**src/rtl/core/bfha_pkg.sv**
```systemverilog
// Package: sizes, status codes and word types for the best-fit heap allocator.
`default_nettype none
package bfha_pkg;
	localparam int unsigned HEAP_BYTES = 32768;
	localparam int unsigned MAX_BLOCKS = 32;
	localparam int unsigned AW = $clog2(HEAP_BYTES);      // offset bits
	localparam int unsigned LW = $clog2(HEAP_BYTES) + 1;  // length bits
	localparam int unsigned IW = $clog2(MAX_BLOCKS);      // index bits
	localparam int unsigned CW = $clog2(MAX_BLOCKS) + 1;  // count bits
	localparam int unsigned GW = LW + 1;                  // gap/compare bits

	localparam logic [2:0] ST_OK         = 3'd0;
	localparam logic [2:0] ST_NO_SPACE   = 3'd1;
	localparam logic [2:0] ST_NOT_FOUND  = 3'd2;
	localparam logic [2:0] ST_TABLE_FULL = 3'd3;
	localparam logic [2:0] ST_ZERO_SIZE  = 3'd4;

	localparam logic REQ_ALLOC = 1'b0;
	localparam logic REQ_FREE  = 1'b1;

	typedef struct packed {
		logic          req_type;
		logic [15:0]   request_bytes;
		logic [14:0]   block_offset;
	} in_word_t;

	typedef struct packed {
		logic [2:0]    status;
		logic [14:0]   granted_offset;
		logic [15:0]   bytes_used;
	} out_word_t;

	// One table entry.
	typedef struct packed {
		logic [AW-1:0] start;
		logic [LW-1:0] len;
	} entry_t;

	// Command from the sequencer to every cell.
	typedef struct packed {
		logic          scan;     // shift contents one cell toward the head
		logic          ins;      // insert new entry at pos
		logic          del;      // delete entry at pos
		logic [IW-1:0] pos;
		entry_t        new_e;
	} cell_cmd_t;
endpackage
`default_nettype wire

```
**src/rtl/core/bfha_cell.sv**
```systemverilog
// One table cell: holds an entry, rotates during scans, shifts on insert/delete.
`default_nettype none
module bfha_cell (
	input  wire logic                  clk,
	input  wire logic [bfha_pkg::IW-1:0] idx,
	input  wire bfha_pkg::cell_cmd_t   cmd,
	input  wire bfha_pkg::entry_t      from_next,  // neighbor above
	input  wire bfha_pkg::entry_t      from_prev,  // neighbor below
	output bfha_pkg::entry_t           entry
);
	bfha_pkg::entry_t e_q;
	assign entry = e_q;

	// scan rotates toward cell 0; insert pushes up; delete pulls down
	always_ff @(posedge clk) begin
		if (cmd.scan) begin
			e_q <= from_next;
		end else if (cmd.ins) begin
			if (idx == cmd.pos) e_q <= cmd.new_e;
			else if (idx > cmd.pos) e_q <= from_prev;
		end else if (cmd.del) begin
			if (idx >= cmd.pos) e_q <= from_next;
		end
	end
endmodule
`default_nettype wire

```
**src/rtl/core/best_fit_heap_allocator.sv**
```systemverilog
// Top level: request sequencer driving a ring of table cells.
//  channel | dir | valid | stall | word
//  req     | in  | req_valid | req_stall | bfha_pkg::in_word_t
//  rsp     | out | rsp_valid | rsp_stall | bfha_pkg::out_word_t
// A request scans the ring once, rotating every entry through cell 0, then passes
// through one update state and one result state.
// Early refusals (zero size, overflow, full) skip the scan and go straight to the result.
// The result sits in an output register; the next request is taken once
// the result is handed off. Reset clears count, byte total and control only.
`default_nettype none
module best_fit_heap_allocator (
	input  wire logic                clk,
	input  wire logic                arst_n,
	input  wire logic                req_valid,
	output logic                     req_stall,
	input  wire bfha_pkg::in_word_t  req,
	output logic                     rsp_valid,
	input  wire logic                rsp_stall,
	output bfha_pkg::out_word_t      rsp
);
	localparam logic [1:0] S_IDLE = 2'd0, S_SCAN = 2'd1, S_UPD = 2'd2, S_OUT = 2'd3;
	localparam int unsigned N = bfha_pkg::MAX_BLOCKS;

	logic [1:0]                st_q;
	logic [bfha_pkg::CW-1:0]   count_q;
	logic [bfha_pkg::LW-1:0]   used_q;
	bfha_pkg::in_word_t        req_q;
	logic [bfha_pkg::CW-1:0]   step_q;      // entry index currently at cell 0
	logic [bfha_pkg::LW:0]     prev_end_q;  // end of previous entry
	logic                      found_q;
	logic [bfha_pkg::IW-1:0]   best_pos_q;
	logic [bfha_pkg::GW-1:0]   best_left_q;
	logic [bfha_pkg::AW-1:0]   best_off_q;
	logic [bfha_pkg::LW-1:0]   free_len_q;
	bfha_pkg::cell_cmd_t       cmd;
	bfha_pkg::entry_t          ent [N];

	// cell ring
	for (genvar g = 0; g < N; g++) begin : g_cell
		bfha_cell u_cell (
			.clk(clk), .idx(bfha_pkg::IW'(g)), .cmd(cmd),
			.from_next(ent[(g + 1) % N]), .from_prev(ent[(g + N - 1) % N]),
			.entry(ent[g]));
	end

	// gap in front of the entry at cell 0 (or heap end when step reaches count)
	logic                      at_end;
	logic [bfha_pkg::LW:0]     hi;
	logic [bfha_pkg::GW-1:0]   gap, left;
	logic                      fits;
	always_comb begin
		at_end = (step_q == count_q);
		hi     = at_end ? (bfha_pkg::LW + 1)'(bfha_pkg::HEAP_BYTES)
			: (bfha_pkg::LW + 1)'(ent[0].start);
		gap    = (hi > prev_end_q) ? bfha_pkg::GW'(hi - prev_end_q) : '0;
		fits   = gap >= bfha_pkg::GW'(req_q.request_bytes);
		left   = gap - bfha_pkg::GW'(req_q.request_bytes);
	end

	logic [bfha_pkg::LW:0] total;
	assign total = (bfha_pkg::LW + 1)'(used_q) + (bfha_pkg::LW + 1)'(req.request_bytes);

	always_comb begin
		cmd = '0;
		cmd.scan = (st_q == S_SCAN);
		cmd.pos = best_pos_q;
		cmd.new_e.start = best_off_q;
		cmd.new_e.len = bfha_pkg::LW'(req_q.request_bytes);
		if (st_q == S_UPD && found_q) begin
			cmd.ins = (req_q.req_type == bfha_pkg::REQ_ALLOC);
			cmd.del = (req_q.req_type == bfha_pkg::REQ_FREE);
		end
	end

	assign req_stall = (st_q != S_IDLE);
	assign rsp_valid = (st_q == S_OUT);

	// sequencer
	always_ff @(posedge clk or negedge arst_n) begin
		if (!arst_n) begin
			st_q <= S_IDLE;
			count_q <= '0;
			used_q <= '0;
		end else begin
			unique case (st_q)
				S_IDLE: if (req_valid) begin
					req_q <= req;
					step_q <= '0;
					prev_end_q <= '0;
					found_q <= 1'b0;
					best_pos_q <= '0;
					best_left_q <= '0;
					best_off_q <= '0;
					free_len_q <= '0;
					rsp.granted_offset <= '0;
					st_q <= S_SCAN;
					if (req.req_type == bfha_pkg::REQ_ALLOC) begin
						priority if (req.request_bytes == '0) begin
							rsp.status <= bfha_pkg::ST_ZERO_SIZE; st_q <= S_OUT;
						end else if (total > (bfha_pkg::LW + 1)'(bfha_pkg::HEAP_BYTES)) begin
							rsp.status <= bfha_pkg::ST_NO_SPACE; st_q <= S_OUT;
						end else if (count_q >= bfha_pkg::CW'(N)) begin
							rsp.status <= bfha_pkg::ST_TABLE_FULL; st_q <= S_OUT;
						end else begin
						end
					end
					rsp.bytes_used <= used_q;
				end
				S_SCAN: begin
					if (req_q.req_type == bfha_pkg::REQ_ALLOC) begin
						if (step_q <= count_q && fits && (!found_q || left < best_left_q)) begin
							found_q <= 1'b1;
							best_left_q <= left;
							best_pos_q <= bfha_pkg::IW'(step_q);
							best_off_q <= bfha_pkg::AW'(prev_end_q);
						end
					end else if (step_q < count_q && !found_q
						&& ent[0].start == req_q.block_offset) begin
						found_q <= 1'b1;
						best_pos_q <= bfha_pkg::IW'(step_q);
						free_len_q <= ent[0].len;
					end
					prev_end_q <= (bfha_pkg::LW + 1)'(ent[0].start)
						+ (bfha_pkg::LW + 1)'(ent[0].len);
					step_q <= step_q + 1'b1;
					if (step_q == bfha_pkg::CW'(N - 1)) st_q <= S_UPD;
				end
				S_UPD: begin
					st_q <= S_OUT;
					if (!found_q) begin
						rsp.status <= (req_q.req_type == bfha_pkg::REQ_ALLOC)
							? bfha_pkg::ST_NO_SPACE : bfha_pkg::ST_NOT_FOUND;
					end else if (req_q.req_type == bfha_pkg::REQ_ALLOC) begin
						count_q <= count_q + 1'b1;
						used_q <= used_q + bfha_pkg::LW'(req_q.request_bytes);
						rsp.status <= bfha_pkg::ST_OK;
						rsp.granted_offset <= best_off_q;
						rsp.bytes_used <= used_q + bfha_pkg::LW'(req_q.request_bytes);
					end else begin
						count_q <= count_q - 1'b1;
						used_q <= (used_q >= free_len_q) ? used_q - free_len_q : '0;
						rsp.status <= bfha_pkg::ST_OK;
						rsp.bytes_used <= (used_q >= free_len_q) ? used_q - free_len_q : '0;
					end
				end
				S_OUT: if (!rsp_stall) st_q <= S_IDLE;
				default: st_q <= S_IDLE;
			endcase
		end
	end

	// block count and bytes in use stay in range; the count changes only in the update state
	a_count_range: assert property (@(posedge clk) disable iff (!arst_n)
		count_q <= bfha_pkg::CW'(N)) else $error("block count out of range");
	a_used_range: assert property (@(posedge clk) disable iff (!arst_n)
		used_q <= bfha_pkg::LW'(bfha_pkg::HEAP_BYTES)) else $error("bytes in use too large");
	a_one_change: assert property (@(posedge clk) disable iff (!arst_n)
		(st_q != S_UPD) |=> $stable(count_q)) else $error("count changed outside update");
endmodule
`default_nettype wire
```
**config.mk**
```make
export PLATFORM = sky130hd
export DESIGN_NAME = best_fit_heap_allocator
export DESIGN_NICKNAME = d
export VERILOG_FILES = /design/src/rtl/core/bfha_pkg.sv /design/src/rtl/core/bfha_cell.sv /design/src/rtl/core/best_fit_heap_allocator.sv
export SDC_FILE = /design/constraint.sdc
export NUM_CORES = 2
export LEC_CHECK = 0
export BUFFER_PORTS_ARGS = -buffer_cell sky130_fd_sc_hd__buf_2
export CAP_MARGIN = 5
export CORE_MARGIN = 2
export CORE_UTILIZATION = 55
export CTS_BUF_LIST = sky130_fd_sc_hd__clkbuf_4
export CTS_CLUSTER_SIZE = 30
export DETAILED_ROUTE_END_ITERATION = 8
export PLACE_DENSITY = 0.79
export SKIP_LAST_GASP = 1
export SLEW_MARGIN = 10
export SYNTH_ARGS = -nofsm -noshare
export SYNTH_HDL_FRONTEND = slang
export SYNTH_SLANG_ARGS = --single-unit
```
**constraint.sdc**
```tcl
create_clock -name clk -period 14 [get_ports clk]
set_input_delay 0 -clock clk [delete_from_list [all_inputs] [get_ports clk]]
set_output_delay 0 -clock clk [all_outputs]
set_load 0.005 [all_outputs]
```
==> impl_metrics.py <==
metrics = {
    "timing": {
        "worst_pin_slew_ps": 1330,
        "fin_skew_ps": 106,
        "hold_ws_ps": 107,
        "setup_viol": 0,
        "layout_min_cycle_time_ps": 9290,
        "setup_tns_ps": 0,
        "hold_viol_final": 0,
        "slew_violations": 0,
        "max_freq_ghz": 0.108,
        "rsz0062_at_grt": "false",
        "slew_headroom_pct": 11.4,
        "post-route-period-util_pct": 66.3,
    },
    "synth": {
        "synth_compound_gate_area_share_pct": 13.2,
        "synth_top_cell_area_share_pct": 54.5,
        "syn_nets": 6198,
        "ys_warn_count": 0,
        "synth-main-ff-cell": "edfxtp_1",
        "muxShareOfSynthArea_pct": 12.4,
        "yosysSeqAreaShare_pct": 55.5,
        "synth.area.top_cells": "edfxtp_1 55%, mux2i_1 12%, a21oi_1 10%",
        "synth_top_family_by_area": "compound AO/OA/AOI/OAI gates",
        "synth-simple-area-share_pct": 11.2,
        "async_flop_share_pct": 2.07,
        "synth_enable_flop_cells": 1135,
        "synthAdderAreaFrac_pct": 2.75,
        "yosys_register_bits": 1159,
        "synth_top_cell_by_area": "edfxtp_1",
        "synth_area_mm2": 0.0625,
        "synthCells": 6029,
        "syn_area_per_cell_um2": 10.4,
        "synth.distinct_cells": 81,
        "synth_xor_xnor_area_share_pct": 1.12,
    },
    "place": {
        "post-dp-hpwl_mm": 121,
        "dp.cells": 7218,
        "portBuffers": 71,
        "gp_congestion": 0.943,
    },
    "drt": {
        "antenna_left": 0,
        "vias": 49371,
        "first_pass_iters": 7,
        "drt_iter0_markers": 7528,
        "wl_mm": 192,
        "vias_per_cell": 6.32,
        "route.detailed.drc": 0,
        "wire_per_inst_um": 24.6,
    },
    "final_layout": {
        "drive_above_1_share_pct": 11.9,
        "fillers": 9160,
        "multi_input_area_mm2": 0.0257,
        "seqCellArea_mm2": 0.0347,
        "final_nets": 6289,
        "fin_cells": 7817,
        "area_delta_synth_final_pct": 9.85,
    },
    "grt": {
        "use_met2_pct": 47.6,
        "grt_pass1_wl_mm": 286,
        "grt_max_degree": 252,
        "grtUsageMet1_pct": 44.8,
        "grt_busiest_layer": "met2",
        "grt_usage_pct": 32.3,
        "antenna_found_initial": 6,
        "grt.overflow.total": 0,
        "met3_usage_pct": 9.84,
        "grt_pass1_vias": 47198,
    },
    "clock_tree": {
        "cts_buffer_depth": 4,
        "cts_root_buf": "clkbuf_4",
        "cts_setup_buffers": 0,
        "clock_latency_ps": 1180,
        "numCtsBuffers": 321,
        "cts.htree.levels": 5,
        "clock_sinks": 1159,
        "clk_pin_slew_ps": 70,
        "cts_tree": "built",
    },
    "floorplanning": {
        "dieArea_mm2": 0.116,
        "start_util_pct": 55.5,
        "fp.dieH_um": 341,
        "die_w_um": 341,
        "ioPinCount": 72,
        "rows": 123,
        "core_region_area_mm2": 0.113,
    },
    "critical_path": {
        "crit_fanout": 16,
        "cp_num_buf_inv": 1,
        "crit_family": "compound AO/OA/AOI/OAI gates",
        "worstSetupStartpointType": "flip-flop",
        "crit_arrival_ps": 10010,
        "worst_path_max_delay_cell": "a211oi_1",
        "worstSetupPathDepth": 33,
        "criticalPathCategory": "flip-flop to flip-flop",
        "reg2reg_depth": 33,
        "required_ps": 14720,
        "cp-end-kind": "flip-flop",
        "cpPeakStageDelay_ps": 990,
        "crit_top_cell": "ha_1",
    },
    "min_path": {
        "min_path_cells": 3,
        "hp-class": "input pin to flip-flop",
    },
    "pwr": {
        "p_int_mw": 9.81,
        "seqPwrFrac_pct": 44.7,
        "pwr-share-comb_pct": 36.5,
        "swShare_pct": 39.8,
        "power_switching_mw": 6.48,
        "ir_worst_vdd_uv": 151,
        "pwr-share-clk_pct": 18.8,
        "p_leak_nw": 25.7,
        "power_density_mw_per_mm2": 237,
    },
    "run": {
        "drv_cap": 0,
    },
    "run_status": {
        "status": "completed",
    },
}
-- cells in the mapped netlist (all sizes together), types with 11 or more instances --
library cell / n
a21o: 29
a21oi: 1309
a31oi: 11
and2: 64
buf: 70
clkbuf: 424
dfrtp: 24
edfxtp: 1135
ha: 126
inv: 114
mux2i: 771
nand2: 122
nand2b: 14
nand3: 24
nand4: 14
nor2: 1356
nor2b: 31
nor3: 32
o21a: 15
o21ai: 95
or3: 11
xnor2: 46
xor2: 34
-- what timing repair did --
item	CTS	global route
hold buffers	79	0
setup endpoints to repair	0	0
gates resized for setup	0	0
endpoints found under the hold margin	178	0
-- power groups by stage --
| stage | combinational [mW] | clock, mW | sequential (mW) |
|---|---|---|---|
| 6_report | 5.95 | 3.06 | 7.27 |
| 2_1_floorplan | 4.05 | 0 | 6.81 |
| 5_1_grt | 6.50 | 3.25 | 7.38 |
| 4_1_cts | 5.83 | 3.08 | 7.22 |
| 3_3_place_gp | 5.61 | 0 | 7.22 |
| 3_5_place_dp | 5.75 | 0 | 7.28 |
-- registers in the layout, summed over array words and instances (netlist names) --
name and count:
cmd 16, used_q 16, best_pos_q 5, free_len_q 16
count_q 6, step_q 6, g_cell.u_cell.entry 992, req_q 16
found_q 1, st_q 2, best_left_q 17, prev_end_q 17
rsp 34, best_off_q 15
-- cell type report --
class                      count  share of cell area (%)
timing repair buffer         263                    2.99
sequential                  1159                    50.5
tap                         1500                    2.73
antenna                        1                 0.00365
clock buffer                 477                    5.22
inverter                     116                   0.634
clock inverter                42                   0.441
multi-input combinational   4259                    37.5
-- logic make-up after synthesis --
kind of cell	Yosys count
buffers and inverters	611
XOR/XNOR	80
AND/OR/NAND/NOR	1717
adder cells (fa/ha/maj)	133
flip-flops	1159
multiplexers	773
AO/OA/AOI/OAI	1556
-- worst paths after layout --
kind,start,end,slack (ps)
worst max-delay path,step_q[3],best_pos_q[2],4710
worst min-delay path,req[7],req_q[7],110
worst max register to register,step_q[3],best_pos_q[2],4710
worst min register to register,prev_end_q[12],best_off_q[12],510
max in group asynchronous,arst_n,used_q[5],13280
min in group asynchronous,arst_n,st_q[0],540
-- worst min-delay path: stages --
cell	delay [ps]
dlygate4sd3_1	530
buf_2	100
dlygate4sd3_1	530
-- layout by cell type (no fill, tap or decap), types with 46 or more instances in the layout --
cell,netlist,layout
buf_2,11,71
and2_1,62,61
nor2_1,1356,1345
nand2_1,122,108
edfxtp_1,1135,1135
clkbuf_4,0,477
o21ai_0,88,76
buf_4,0,109
ha_1,126,125
dlygate4sd3_1,0,78
a21oi_1,1308,1308
xnor2_1,46,46
mux2i_1,771,771
inv_1,113,113
-- stage by stage --
stage               worst slack, ps  instance area [um^2]  power [mW]  util (%)
detailed placement             4880                 64000        13.0      56.8
finish                         4710                 68600        16.3      60.9
floorplan                      4700                 62500        10.9         -
global placement               4940                 64000        12.8      56.8
CTS                            4770                 68600        16.1      60.9
global route                   4010                 68600        17.1      60.9
-- routing by layer --
layer	vias to the layer above	share of wire, %	routed length, um
met3	513	14	26100
met2	3216	44	84400
li1	22019	-	-
met4	4	3.8	7330
met5	-	0.013	24
met1	23619	39	74100
No activity file was read; power rests on OpenSTA's default activity.
